`src/hdl/assert_macros.svh`:
```
// Assertion macros used by the top level of the stencil sweep.
`ifndef ASSERT_MACROS_SVH
`define ASSERT_MACROS_SVH

// Property must hold on every clock edge outside reset.
`define ASSERT_ALWAYS(lbl, clk, rst_n, prop) \
  lbl: assert property (@(posedge clk) disable iff (!(rst_n)) (prop)) \
    else $error("assertion failed");

// Consequent must hold whenever the antecedent holds.
`define ASSERT_IMPLIES(lbl, clk, rst_n, ante, cons) \
  lbl: assert property (@(posedge clk) disable iff (!(rst_n)) (ante) |-> (cons)) \
    else $error("assertion failed");

`endif

```
`src/hdl/fps_pkg.sv`:
```
// Shared types, constants and helpers of the five-point stencil sweep.
`timescale 1ns / 1ps
`default_nettype none
package fps_pkg;

  localparam int MAX_SIDE    = 1024;
  localparam int VALUE_W     = 32;
  localparam int COORD_W     = 10;
  localparam int SIDE_W      = 11;
  localparam int GAIN_W      = 16;
  localparam int MODE_W      = 2;
  localparam int CFG_IDX_W   = 2;
  localparam int CFG_DATA_W  = 16;
  localparam int IN_DATA_W   = 64;
  localparam int OUT_DATA_W  = 56;
  localparam int QUEUE_DEPTH = 4;
  localparam int QPTR_W      = 2;
  localparam int QCNT_W      = 3;

  localparam logic [SIDE_W-1:0] MIN_SIDE_V = SIDE_W'(3);
  localparam logic [SIDE_W-1:0] MAX_SIDE_V = SIDE_W'(MAX_SIDE);

  localparam logic [MODE_W-1:0] MODE_LAPLACIAN    = 2'd0;
  localparam logic [MODE_W-1:0] MODE_JACOBI       = 2'd1;
  localparam logic [MODE_W-1:0] MODE_GAUSS_SEIDEL = 2'd2;
  localparam logic [MODE_W-1:0] MODE_RICHARDSON   = 2'd3;

  localparam logic [CFG_IDX_W-1:0] REG_GRID_SIDE    = 2'd0;
  localparam logic [CFG_IDX_W-1:0] REG_SWEEP_MODE   = 2'd1;
  localparam logic [CFG_IDX_W-1:0] REG_INVERSE_GAIN = 2'd2;

  localparam logic [SIDE_W-1:0] SIDE_RESET = SIDE_W'(1024);
  localparam logic [MODE_W-1:0] MODE_RESET = MODE_JACOBI;
  localparam logic [GAIN_W-1:0] GAIN_RESET = GAIN_W'(6554);

  // Position and result flags of one job.
  typedef struct packed {
    logic [COORD_W-1:0] row;
    logic [COORD_W-1:0] col;
    logic               has_first;
    logic               has_second;
    logic               inner;
    logic               done;
  } pos_t;

  // Work item handed from the front end to the back end.
  typedef struct packed {
    pos_t                      pos;
    logic signed [VALUE_W-1:0] ctr;
    logic signed [VALUE_W-1:0] up_old;
    logic signed [VALUE_W-1:0] lf_old;
    logic signed [VALUE_W-1:0] rt;
    logic signed [VALUE_W-1:0] bp;
    logic signed [VALUE_W-1:0] x;
    logic signed [VALUE_W-1:0] b;
  } job_t;

  function automatic logic signed [VALUE_W-1:0] sat_value(input logic signed [63:0] v);
    logic signed [63:0] hi;
    logic signed [63:0] lo;
    hi = 64'sd2147483647;
    lo = -64'sd2147483648;
    if (v > hi) begin
      sat_value = VALUE_W'(hi);
    end else if (v < lo) begin
      sat_value = VALUE_W'(lo);
    end else begin
      sat_value = VALUE_W'(v);
    end
  endfunction

endpackage
`default_nettype wire

```
`src/hdl/fps_queue.sv`:
```
// Short job queue between the front end and the back end.
`timescale 1ns / 1ps
`default_nettype none
module fps_queue import fps_pkg::*; (
  input  wire logic              clk_i,
  input  wire logic              rst_ni,
  input  wire logic              push_i,
  input  wire job_t              job_i,
  input  wire logic              pop_i,
  output job_t                   head_o,
  output logic                   empty_o,
  output logic [QCNT_W-1:0]      count_o
);

  job_t              slot_q [QUEUE_DEPTH];
  logic [QPTR_W-1:0] wr_q, wr_d;
  logic [QPTR_W-1:0] rd_q, rd_d;
  logic [QCNT_W-1:0] cnt_q, cnt_d;
  logic              do_pop;

  assign empty_o = (cnt_q == '0);
  assign count_o = cnt_q;
  assign head_o  = slot_q[rd_q];
  assign do_pop  = pop_i && !empty_o;

  always_comb begin
    wr_d  = push_i ? wr_q + QPTR_W'(1) : wr_q;
    rd_d  = do_pop ? rd_q + QPTR_W'(1) : rd_q;
    cnt_d = cnt_q + QCNT_W'(push_i) - QCNT_W'(do_pop);
  end

  always_ff @(posedge clk_i or negedge rst_ni) begin
    if (!rst_ni) begin
      wr_q  <= '0;
      rd_q  <= '0;
      cnt_q <= '0;
    end else begin
      wr_q  <= wr_d;
      rd_q  <= rd_d;
      cnt_q <= cnt_d;
    end
  end

  always_ff @(posedge clk_i) begin
    if (push_i) begin
      slot_q[wr_q] <= job_i;
    end
  end

endmodule
`default_nettype wire

```
`config.mk`:
```
export PLATFORM = sky130hd
export DESIGN_NAME = fps_queue
export DESIGN_NICKNAME = d
export VERILOG_FILES = /design/src/hdl/assert_macros.svh /design/src/hdl/fps_pkg.sv /design/src/hdl/fps_queue.sv
export SDC_FILE = /design/constraint.sdc
export NUM_CORES = 1
export LEC_CHECK = 0
export BUFFER_PORTS_ARGS = -buffer_cell sky130_fd_sc_hd__buf_2
export CAP_MARGIN = 20
export CORE_MARGIN = 10
export CORE_UTILIZATION = 30
export CTS_CLUSTER_SIZE = 30
export DETAILED_ROUTE_END_ITERATION = 6
export GPL_ROUTABILITY_DRIVEN = 0
export GPL_TIMING_DRIVEN = 0
export PLACE_DENSITY = 0.49
export REMOVE_ABC_BUFFERS = 1
export SYNTH_ARGS = -nofsm -noshare
export SYNTH_HDL_FRONTEND = slang
export SYNTH_SLANG_ARGS = --single-unit
```
`constraint.sdc`:
```
create_clock -name clk_i -period 6.3 [get_ports clk_i]
set_input_delay 1.26 -clock clk_i [delete_from_list [all_inputs] [get_ports clk_i]]
set_output_delay 1.26 -clock clk_i [all_outputs]
set_load 0.03 [all_outputs]
```
---- Word level (Yosys, flattened, before mapping) ----
Memory sizes are Yosys's and may differ from the RTL's.
Index checks and enable logic that the tools add are counted.
word-level totals
  logic and storage cells ................. 13
  RAM bits ................................ 992
  register bits after elaboration ......... 7
  memories kept ........................... 1
  input bits .............................. 252
  output and inout bits ................... 252
memory list
  name    depth  bits a word  read ports  clocked after memory_dff  wr ports  line             RTL
  slot_q  4      248          1           0                         1         fps_queue.sv:15  job_t slot_q [QUEUE_DEPTH];
cells by class
  muxes and demuxes ....................... 2
  add/sub/neg operators ................... 4
  reduce and logical (&&, ||, !) cells .... 3
operator list
  operator                                      number
  adder 2 x 1 -> 2 bit (second input constant)  2
  adder 3 x 1 -> 3 bit                          1
  logical NOT 3 bit                             1
  subtractor 3 x 1 -> 3 bit                     1
  two-way mux 1 bit                             2
  logical AND 1 bit                             1
  logical NOT 1 bit                             1

---- Longest topological paths before layout ----
Gate-level depths: netlist (run 1).
  depth after elaboration ................. 4
  depth in mapped cells ................... 9
  depth with buffers taken out ............ 9

---- Worst setup path before layout (run 1) ----
OpenSTA, ideal clock, no wires.
  kind .................................... input port to flip-flop
  from .................................... in push_i
  to ...................................... mem slot_q[1][0] (netlist bit) (enable)
  stages .................................. 1
  required time ........................... 5.660 ns
  buffers on the path ..................... 0
  arrival ................................. 6.832 ns
  setup slack ............................. -1.172 ns
  setup time .............................. 0.640 ns
  cells stage by stage .................... and2_1
on the way
  cells in the longest elaborated chain, start to end .. 2
ends and longest elaborated chain
  what                                     line             RTL
  start, declared                          fps_queue.sv:7   input wire logic push_i,
  two-way mux 1 bit                        fps_queue.sv:45  if (push_i) begin
  two-way mux 1 bit (implied by the code)  fps_queue.sv:46  slot_q[wr_q] <= job_i;
  end, declared                            fps_queue.sv:15
Every way passes these cells.

==> results of run 1 <==
-- cell usage after synthesis --
| cell | instances | share of area |
|---|---|---|
| xnor2_1 | 4 | 0.00097 |
| edfxtp_1 | 992 | 0.82 |
| xor2_1 | 1 | 0.00024 |
| mux4_2 | 248 | 0.15 |
| o31ai_1 | 1 | 0.00021 |
| o21ai_0 | 1 | 0.00014 |
| ha_1 | 6 | 0.0021 |
| clkbuf_1 | 5 | 0.00052 |
| o311ai_0 | 1 | 0.00024 |
| buf_2 | 27 | 0.0037 |
| nand2_1 | 1 | 0.00010 |
| and2_1 | 4 | 0.00069 |
| buf_6 | 23 | 0.0072 |
| fa_1 | 1 | 0.00055 |
| inv_1 | 7 | 0.00073 |
| nor3_1 | 1 | 0.00014 |
| buf_4 | 1 | 0.00021 |
| dfrtp_1 | 7 | 0.0048 |
-- per-layer routing --
layer	global-route usage	vias up	wire length, um
li1	-	7026	-
met1	0.142	8515	32400
met2	0.203	456	41300
met3	0.0441	167	6350
met4	0.0352	36	1970
met5	0	-	252
-- metrics by stage --
step / TNS (ns) / cell area (um^2) / hold slack (ns)
global route: 0 / 44600 / 0.351
global placement: -9703.52 / 40300 / 0.506
CTS: 0 / 44600 / 0.326
floorplan: -2521.61 / 35800 / 0.491
finish: 0 / 44600 / 0.409
detailed placement: 0 / 41200 / 0.533
-- final cells by class --
cell class	instances	area [um^2]	area share
Sequential cell	999	30000	0.672
Multi-Input combinational cell	269	5790	0.130
Timing Repair Buffer	535	3390	0.0760
Clock buffer	128	2840	0.0637
Tap cell	1612	2020	0.0452
Clock inverter	68	546	0.0122
Inverter	7	26.3	0.000589
Antenna cell	6	15.0	0.000337
-- report_power, final --
group | internal (W) | switching (W)
combinational | 0.00281 | 0.00506
sequential | 0.00868 | 0.000339
clock | 0.00342 | 0.00253
-- registers in the layout, summed over array words and instances, names as in the netlist --
register and flops:
slot_q 992, count_o 3, rd_q 2, wr_q 2
-- worst max-delay path by stage --
| stage | to | start | cells past startpoint |
|---|---|---|---|
| floorplan | head_o[0] | rd_q[0]$_DFFE_PN0P_ | 1 |
| global placement | head_o[11] | rd_q[0]$_DFFE_PN0P_ | 2 |
| CTS | head_o[175] | rd_q[0]$_DFFE_PN0P_ | 6 |
| detailed placement | head_o[175] | rd_q[0]$_DFFE_PN0P_ | 6 |
| global route | head_o[175] | rd_q[0]$_DFFE_PN0P_ | 6 |
| finish | head_o[175] | rd_q[0]$_DFFE_PN0P_ | 6 |
-- kinds of logic after synthesis --
group | Yosys count | synth area share
flip-flops | 999 | 0.828
multiplexers | 248 | 0.154
buffers and inverters | 63 | 0.0123
adder cells (fa/ha/maj) | 7 | 0.00263
AND/OR/NAND/NOR | 6 | 0.000933
XOR/XNOR | 5 | 0.00121
AO/OA/AOI/OAI | 3 | 0.000588
-- worst max-delay path, stage by stage, from the launching register on --
cell	delay, ns
dfrtp_4	0.79
buf_16	0.35
buf_16	0.31
buf_16	0.29
buf_16	0.29
mux4_2	0.59
buf_2	0.21
==> run_results.csv, run 1 <==
group,metric,value,unit
cts,cts_setup_buffers,0,
cts,cts_hold_buf,0,
grt,grt_pass1_vias,17626,
grt,antenna_found_initial,28,
worst_setup_path,required,5.04,ns
worst_hold_path,hold_class,"in2async",
cts,numCtsBuffers,109,
worst_setup_path,cp.arrival,3.66,ns
worst_setup_path,regToRegEndpoint,"slot_q[2][150]$_DFFE_PP_",
grt,grt_max_degree,55,
placed_design,post-place-ws,1.89,ns
timing,rsz0062_at_grt,"no",
floorplan,die_area,135000,um^2
worst_setup_path,path_class,"reg2out",
run_status,outcome,"complete, no violations",
floorplan,die_w,367,um
cts,cts_buffer_depth,3,
worst_setup_path,cp-start-kind,"register",
floorplan,io_pins,504,
cts,path_clk_slew,0.06,ns
timing,finalHoldViolations,0,
power,p_leak,14.9,nW
floorplan,dieHeight,367,um
flow_run,maxCapViolCount,0,
layout,final_cell_count_no_fill,3624,
floorplan,std_cell_rows,127,
route,via_per_inst,4.47,
layout,final_common_cell,"edfxtp_1",
timing,tightest_slew,0.724,ns
grt,grt_pass1_wl,121,mm
cts,cts_tree,"yes",
layout,final_cell_mix,"992 x edfxtp_1, 503 x buf_2, 248 x mux4_2",
layout,drive_gt1_frac,0.466,
worst_setup_path,r2r_cells,6,
timing,drv_slew,0,
worst_setup_path,reg2reg_slack,3.62,ns
floorplan,core,120000,um^2
power,powerDensity,512,nW/um^2
placed_design,dp_hpwl,53.2,mm
layout,nets,2180,
timing,worst_slack,1.38,ns
cts,htreeDepth,3,
layout,final_util,0.372,
placed_design,io_buffers,503,
worst_setup_path,r2r_start,"wr_q[0]$_DFFE_PN0P_",
placed_design,dp_cells,3422,
power,vdd_drop_max,309,uV
cts,insertion_delay,0.67,ns
cts,root_buffer,"clkbuf_16",
synth,synthCells,1331,
worst_setup_path,crit_fanout,36,
timing,timing.fmax,203,MHz
grt,grt_overflow,0,
synth,synth.ff_latch_count,999,
route,remaining_drc_errors,0,
synth,yosysWarningCount,0,
route,vias,16200,
route,ant_nets,0,
synth,synth_cell_types,18,
timing,relSlewSlack,0.517,
cts,cts_resized,0,
route,firstDrtPassIters,5,
route,wl_per_cell,22.7,um
synth,syn_area,36200,um^2
synth,seq_area_frac_synth,0.828,
synth,avgSynthCellArea,27.2,um^2
layout,fill_cells,11047,
timing,finalSetupViolCount,0,
worst_setup_path,cp-end-kind,"output port",
timing,period_share,0.782,
cts,cts_sinks,999,
route,routed_wl,82.3,mm
timing,skew,0.0173,ns
timing,period_minus_slack,4.92,ns
floorplan,start_util,0.302,
power,power.total,0.0228,W
grt,gr-usage-all-layers,0.120,
route,drt_iter0_drc,968,
layout,area_growth,23.2,%
(Power assumes the default switching activity.)
==> inputs of run 2 (changes only) <==
==> constraint.sdc (replaced) <==
create_clock -name clk_i -period 4.5 [get_ports clk_i]
set_input_delay 0.9 -clock clk_i [delete_from_list [all_inputs] [get_ports clk_i]]
set_output_delay 0.9 -clock clk_i [all_outputs]
set_load 0.03 [all_outputs]
==> run 2 against run 1 <==
Routed wire length hardly changed; sequential power rose by 40%; count of clock-buffer cells in the layout stayed put; sequential cell count unchanged; setup slack got worse by 1.0 ns; clock power up 40%; clock skew up 0.0028 ns; sequential share of layout area is 0.068 points lower; cell area up 0.10%; register-to-register slack got worse by 1.8 ns; worst hold slack better by 0.023 ns; global-route usage is essentially flat; critical path type unchanged.
==> run_results.csv, run 2 (same netlist as run 1, synthesis figures left out) <==
group,metric,value,unit
timing,timing.fmax,242,MHz
layout,area_growth,23.4,%
grt,gr-usage-all-layers,0.120,
floorplan,dieHeight,367,um
route,remaining_drc_errors,0,
power,p_leak,14.9,nW
floorplan,start_util,0.302,
power,vdd_drop_max,429,uV
route,ant_nets,0,
timing,period_minus_slack,4.13,ns
worst_setup_path,path_class,"reg2out",
route,vias,16225,
worst_setup_path,reg2reg_slack,1.81,ns
worst_hold_path,hold_depth,1,
worst_setup_path,startpoint,"rd_q[0]$_DFFE_PN0P_",
cts,htreeDepth,3,
worst_setup_path,r2r_cells,6,
worst_setup_path,cp-end-kind,"output port",
flow_run,maxCapViolCount,0,
grt,grt_pass1_wl,122,mm
worst_setup_path,cp.arrival,3.23,ns
timing,finalHoldViolations,0,
worst_hold_path,hold_class,"in2reg",
timing,worst_slack,0.368,ns
floorplan,std_cell_rows,127,
cts,cts_buffer_depth,3,
worst_setup_path,crit_fanout,36,
cts,cts_resized,0,
power,powerDensity,717,nW/um^2
worst_setup_path,required,3.60,ns
grt,grt_max_degree,55,
layout,drive_gt1_frac,0.466,
timing,tightest_slew,0.720,ns
worst_setup_path,cp-start-kind,"register",
floorplan,die_w,367,um
timing,relSlewSlack,0.520,
layout,largest_register_ffs,992,
placed_design,io_buffers,503,
worst_setup_path,r2r_start,"wr_q[0]$_DFFE_PN0P_",
timing,finalSetupViolCount,0,
grt,grt_pass1_vias,17641,
cts,cts_sinks,999,
layout,nets,2183,
cts,cts_tree,"yes",
worst_setup_path,regToRegEndpoint,"slot_q[2][150]$_DFFE_PP_",
timing,whs,0.432,ns
timing,skew,0.0200,ns
placed_design,place_area,41200,um^2
timing,setup_tns,0,ns
cts,root_buffer,"clkbuf_16",
grt,grt_overflow,0,
floorplan,io_pins,504,
route,wl_per_cell,22.7,um
route,via_per_inst,4.47,
layout,largest-register,"slot_q",
layout,final_cell_mix,"992 x edfxtp_1, 503 x buf_2, 248 x mux4_2",
timing,drv_slew,0,
layout,stdcell_area,44600,um^2
floorplan,die_area,135000,um^2
floorplan,core,120000,um^2
placed_design,post-place-ws,0.446,ns
timing,period_share,0.918,
grt,antenna_found_initial,28,
cts,path_clk_slew,0.06,ns
worst_setup_path,timing.critical_path.to,"head_o[11]",
cts,insertion_delay,0.68,ns
cts,numCtsBuffers,109,
run_status,outcome,"complete, no violations",
placed_design,dp_hpwl,53.2,mm
route,routed_wl,82.3,mm
route,firstDrtPassIters,5,
timing,rsz0062_at_grt,"no",
layout,final_common_cell,"edfxtp_1",
route,drt_iter0_drc,1005,
==> run 2: cell count changes in the layout (fill, tap and decap cells not counted), sizes merged <==
cell | previous run | this run
buf | 535 | 537
dlygate4sd3 | 0 | 1
==> run 2: critical path, stage by stage (launching register included) <==
cell and delay [ns]:
dfrtp_4 0.43, buf_16 0.27, buf_16 0.31, buf_16 0.29
buf_16 0.30, mux4_2 0.59, buf_2 0.21
==> run 2: final cells by class <==
cell class / count / area (um^2)
repair buffers: 538 / 3440
fillers: 11045 / 75200
clock inverters: 68 / 546
flip-flops and latches: 999 / 30000
diodes: 6 / 15.0
well taps: 1612 / 2020
clock buffers: 128 / 2840
inverters: 7 / 26.3
multi-input cells: 269 / 5790
==> run 2: worst min-delay path by stage <==
stage                                   start                  endpoint
after floorplan           wr_q[0]$_DFFE_PN0P_       wr_q[0]$_DFFE_PN0P_
after global placement    wr_q[0]$_DFFE_PN0P_       wr_q[0]$_DFFE_PN0P_
after detailed placement  wr_q[0]$_DFFE_PN0P_       wr_q[0]$_DFFE_PN0P_
after CTS                           job_i[20]   slot_q[0][20]$_DFFE_PP_
after global routing                job_i[82]   slot_q[2][82]$_DFFE_PP_
final                              job_i[131]  slot_q[3][131]$_DFFE_PP_
==> run 2: layer usage <==
layer	up-vias	share of wire	global-route usage
met5	-	0.0031	0
met2	452	0.50	0.203
met1	8534	0.39	0.142
li1	7035	-	-
met4	36	0.024	0.0352
met3	168	0.079	0.0439
==> run 2: stage by stage <==
step           std cells  total power [W]  utilization
6_report            3627           0.0320        0.373
5_1_grt             3622           0.0336        0.372
4_1_cts             3621           0.0328        0.372
3_5_place_dp        3422           0.0242        0.344
3_3_place_gp        3390           0.0195        0.336
2_1_floorplan       1275           0.0193            -
==> run 2: repair_timing <==
item                                    in CTS  in global routing
endpoints found under the hold margin        7                  0
buffers inserted                             2                  0
hold buffers                                 1                  0
endpoints found under the setup margin      34                  0
==> run 2: where the power goes <==
part / internal [W] / switching [W] / leakage [nW]
clock: 0.00479 / 0.00353 / 1.64
sequential: 0.0121 / 0.000406 / 9.19
combinational: 0.00397 / 0.00717 / 4.09
==> inputs of run 3 (changes only) <==
--- a/config.mk
+++ b/config.mk
@@ -6,15 +6,15 @@
 export NUM_CORES = 1
 export LEC_CHECK = 0
 export BUFFER_PORTS_ARGS = -buffer_cell sky130_fd_sc_hd__buf_2
-export CAP_MARGIN = 20
+export CAP_MARGIN = 15
 export CORE_MARGIN = 10
 export CORE_UTILIZATION = 30
 export CTS_CLUSTER_SIZE = 30
 export DETAILED_ROUTE_END_ITERATION = 6
 export GPL_ROUTABILITY_DRIVEN = 0
 export GPL_TIMING_DRIVEN = 0
-export PLACE_DENSITY = 0.49
 export REMOVE_ABC_BUFFERS = 1
+export SETUP_SLACK_MARGIN = 0.1
 export SYNTH_ARGS = -nofsm -noshare
 export SYNTH_HDL_FRONTEND = slang
 export SYNTH_SLANG_ARGS = --single-unit
==> run 3 against run 2 <==
Core utilization down 0.24 points; combinational power about the same; register-to-register slack better by 0.10 ns; count of clock-buffer cells in the layout up 4; cell area down 0.65%; routed wire length down 3.9%; global-route usage down 0.45 points; final cell count down 0.14%.
==> run_results.csv, run 3 (same netlist as run 1, synthesis figures left out) <==
group,metric,value,unit
timing,timing.fmax,262,MHz
power,p_sw,0.0109,W
timing,finalHoldViolations,0,
timing,rsz0062_at_grt,"no",
placed_design,place_area,41100,um^2
layout,stdcell_area,44400,um^2
route,wl_per_cell,21.8,um
layout,nets,2177,
floorplan,die_area,135000,um^2
cts,cts_tree,"yes",
worst_setup_path,crit_fanout,57,
grt,grt_max_degree,58,
worst_setup_path,path_class,"reg2out",
worst_hold_path,hold_class,"in2reg",
power,vdd_drop_max,742,uV
power,p_int,0.0206,W
cts,numCtsBuffers,103,
timing,whs,0.401,ns
route,via_per_inst,4.50,
floorplan,core,120000,um^2
layout,area_growth,22.6,%
worst_setup_path,worst-path-buf-inv,3,
floorplan,io_pins,504,
worst_setup_path,cpMostUsedCell,"buf_16",
layout,drive_gt1_frac,0.464,
cts,root_buffer,"clkbuf_16",
layout,final_cell_mix,"992 x edfxtp_1, 503 x buf_2, 248 x mux4_2",
timing,drv_slew,0,
placed_design,dp_hpwl,52.8,mm
worst_setup_path,crit_family,"buffers and inverters",
timing,tightest_slew,0.847,ns
worst_setup_path,critical_path.cell_chain,"buf_16 > buf_16 > mux4_2 > buf_2",
power,clkPwrFrac,0.254,
layout,largest_register_ffs,992,
floorplan,die_w,367,um
power,switching_share,0.346,
worst_setup_path,required,3.60,ns
worst_setup_path,cp.arrival,2.92,ns
run_status,outcome,"complete, no violations",
worst_setup_path,cp-end-kind,"output port",
route,firstDrtPassIters,5,
layout,fill_cells,10952,
layout,final_common_cell,"edfxtp_1",
flow_run,maxCapViolCount,0,
grt,grt_pass1_vias,17733,
layout,largest-register,"slot_q",
route,vias,16287,
timing,period_share,0.849,
worst_setup_path,cp_slowest_cell,"dfrtp_4",
grt,antenna_found_initial,20,
timing,relSlewSlack,0.436,
floorplan,start_util,0.302,
cts,htreeDepth,3,
cts,cts_resized,0,
power,seq_power_share,0.399,
timing,finalSetupViolCount,0,
grt,grt_pass1_wl,118,mm
timing,period_minus_slack,3.82,ns
floorplan,std_cell_rows,127,
cts,cts_buffer_depth,3,
route,drt_iter0_drc,1026,
floorplan,dieHeight,367,um
power,powerDensity,711,nW/um^2
worst_setup_path,cp-start-kind,"register",
cts,insertion_delay,0.71,ns
placed_design,io_buffers,503,
worst_setup_path,max_stage_delay,0.83,ns
route,remaining_drc_errors,0,
grt,gr-usage-all-layers,0.115,
timing,skew,0.0164,ns
grt,grt_overflow,0,
power,comb_power_share,0.347,
cts,cts_sinks,999,
cts,path_clk_slew,0.06,ns
route,routed_wl,79.1,mm
power,p_leak,14.8,nW
route,ant_nets,0,
[run 3: repair_timing]
item                                    4_1_cts  5_1_grt
endpoints found under the setup margin       30       30
endpoints found under the hold margin         7        0
hold buffers                                  1        0
buffers inserted                              1        2
[run 3: path summary, 6_finish.rpt]
check | slack [ns] | to | depth (start not counted) | start
min reg2reg | 0.53 | wr_q[0]$_DFFE_PN0P_ | 1 | wr_q[0]$_DFFE_PN0P_
min | 0.40 | slot_q[1][237]$_DFFE_PP_ | 1 | job_i[237]
max in group asynchronous | 3.75 | rd_q[0]$_DFFE_PN0P_ | 2 | rst_ni
max reg2reg | 1.91 | slot_q[3][102]$_DFFE_PP_ | 5 | wr_q[0]$_DFFE_PN0P_
min in group asynchronous | 0.57 | count_o[0]$_DFF_PN0_ | 2 | rst_ni
max | 0.68 | head_o[217] | 4 | rd_q[1]$_DFFE_PN0P_
[run 3: cell type report]
cell class	instances	area (um^2)	area share
inverter	7	26.3	0.000592
sequential	999	30000	0.676
tap	1612	2020	0.0455
clock buffer	132	2690	0.0606
timing repair buffer	538	3350	0.0755
clock inverter	56	492	0.0111
multi-input combinational	269	5790	0.131
antenna	9	22.5	0.000508
[run 3: per-stage QoR]
| stage | power [W] | TNS, ns | setup slack, ns | utilization | std cells |
|---|---|---|---|---|---|
| final | 0.0315 | 0 | 0.678 | 0.370 | 3622 |
| after global routing | 0.0330 | 0 | 0.468 | 0.370 | 3615 |
| after CTS | 0.0322 | 0 | 0.107 | 0.370 | 3611 |
| after detailed placement | 0.0240 | 0 | 0.723 | 0.343 | 3421 |
| after global placement | 0.0198 | - | -11.91 | 0.336 | 3390 |
| after floorplan | 0.0193 | -4310.81 | -6.89 | - | 1275 |
[run 3: power by group through the flow]
stage,clock [W],sequential (W),combinational [W]
floorplan,0,0.0136,0.00569
finish,0.00802,0.0126,0.0109
global route,0.00867,0.0127,0.0117
detailed placement,0,0.0129,0.0111
global placement,0,0.0135,0.00628
CTS,0.00829,0.0127,0.0112
[run 3: per-layer routing]
| metal | part of all wire | GRT usage | wire length [um] |
|---|---|---|---|
| met2 | 0.50 | 0.193 | 39900 |
| met1 | 0.39 | 0.134 | 30500 |
| met4 | 0.024 | 0.0403 | 1880 |
| met5 | 0.0023 | 0 | 185 |
| met3 | 0.084 | 0.0456 | 6680 |
[run 3: worst register-to-register path, cell delays in order, from the launching register on]
cell and delay (ns):
dfrtp_1 0.41, ha_1 0.17, and2_4 0.69, buf_16 0.29, buf_16 0.30, buf_12 0.37
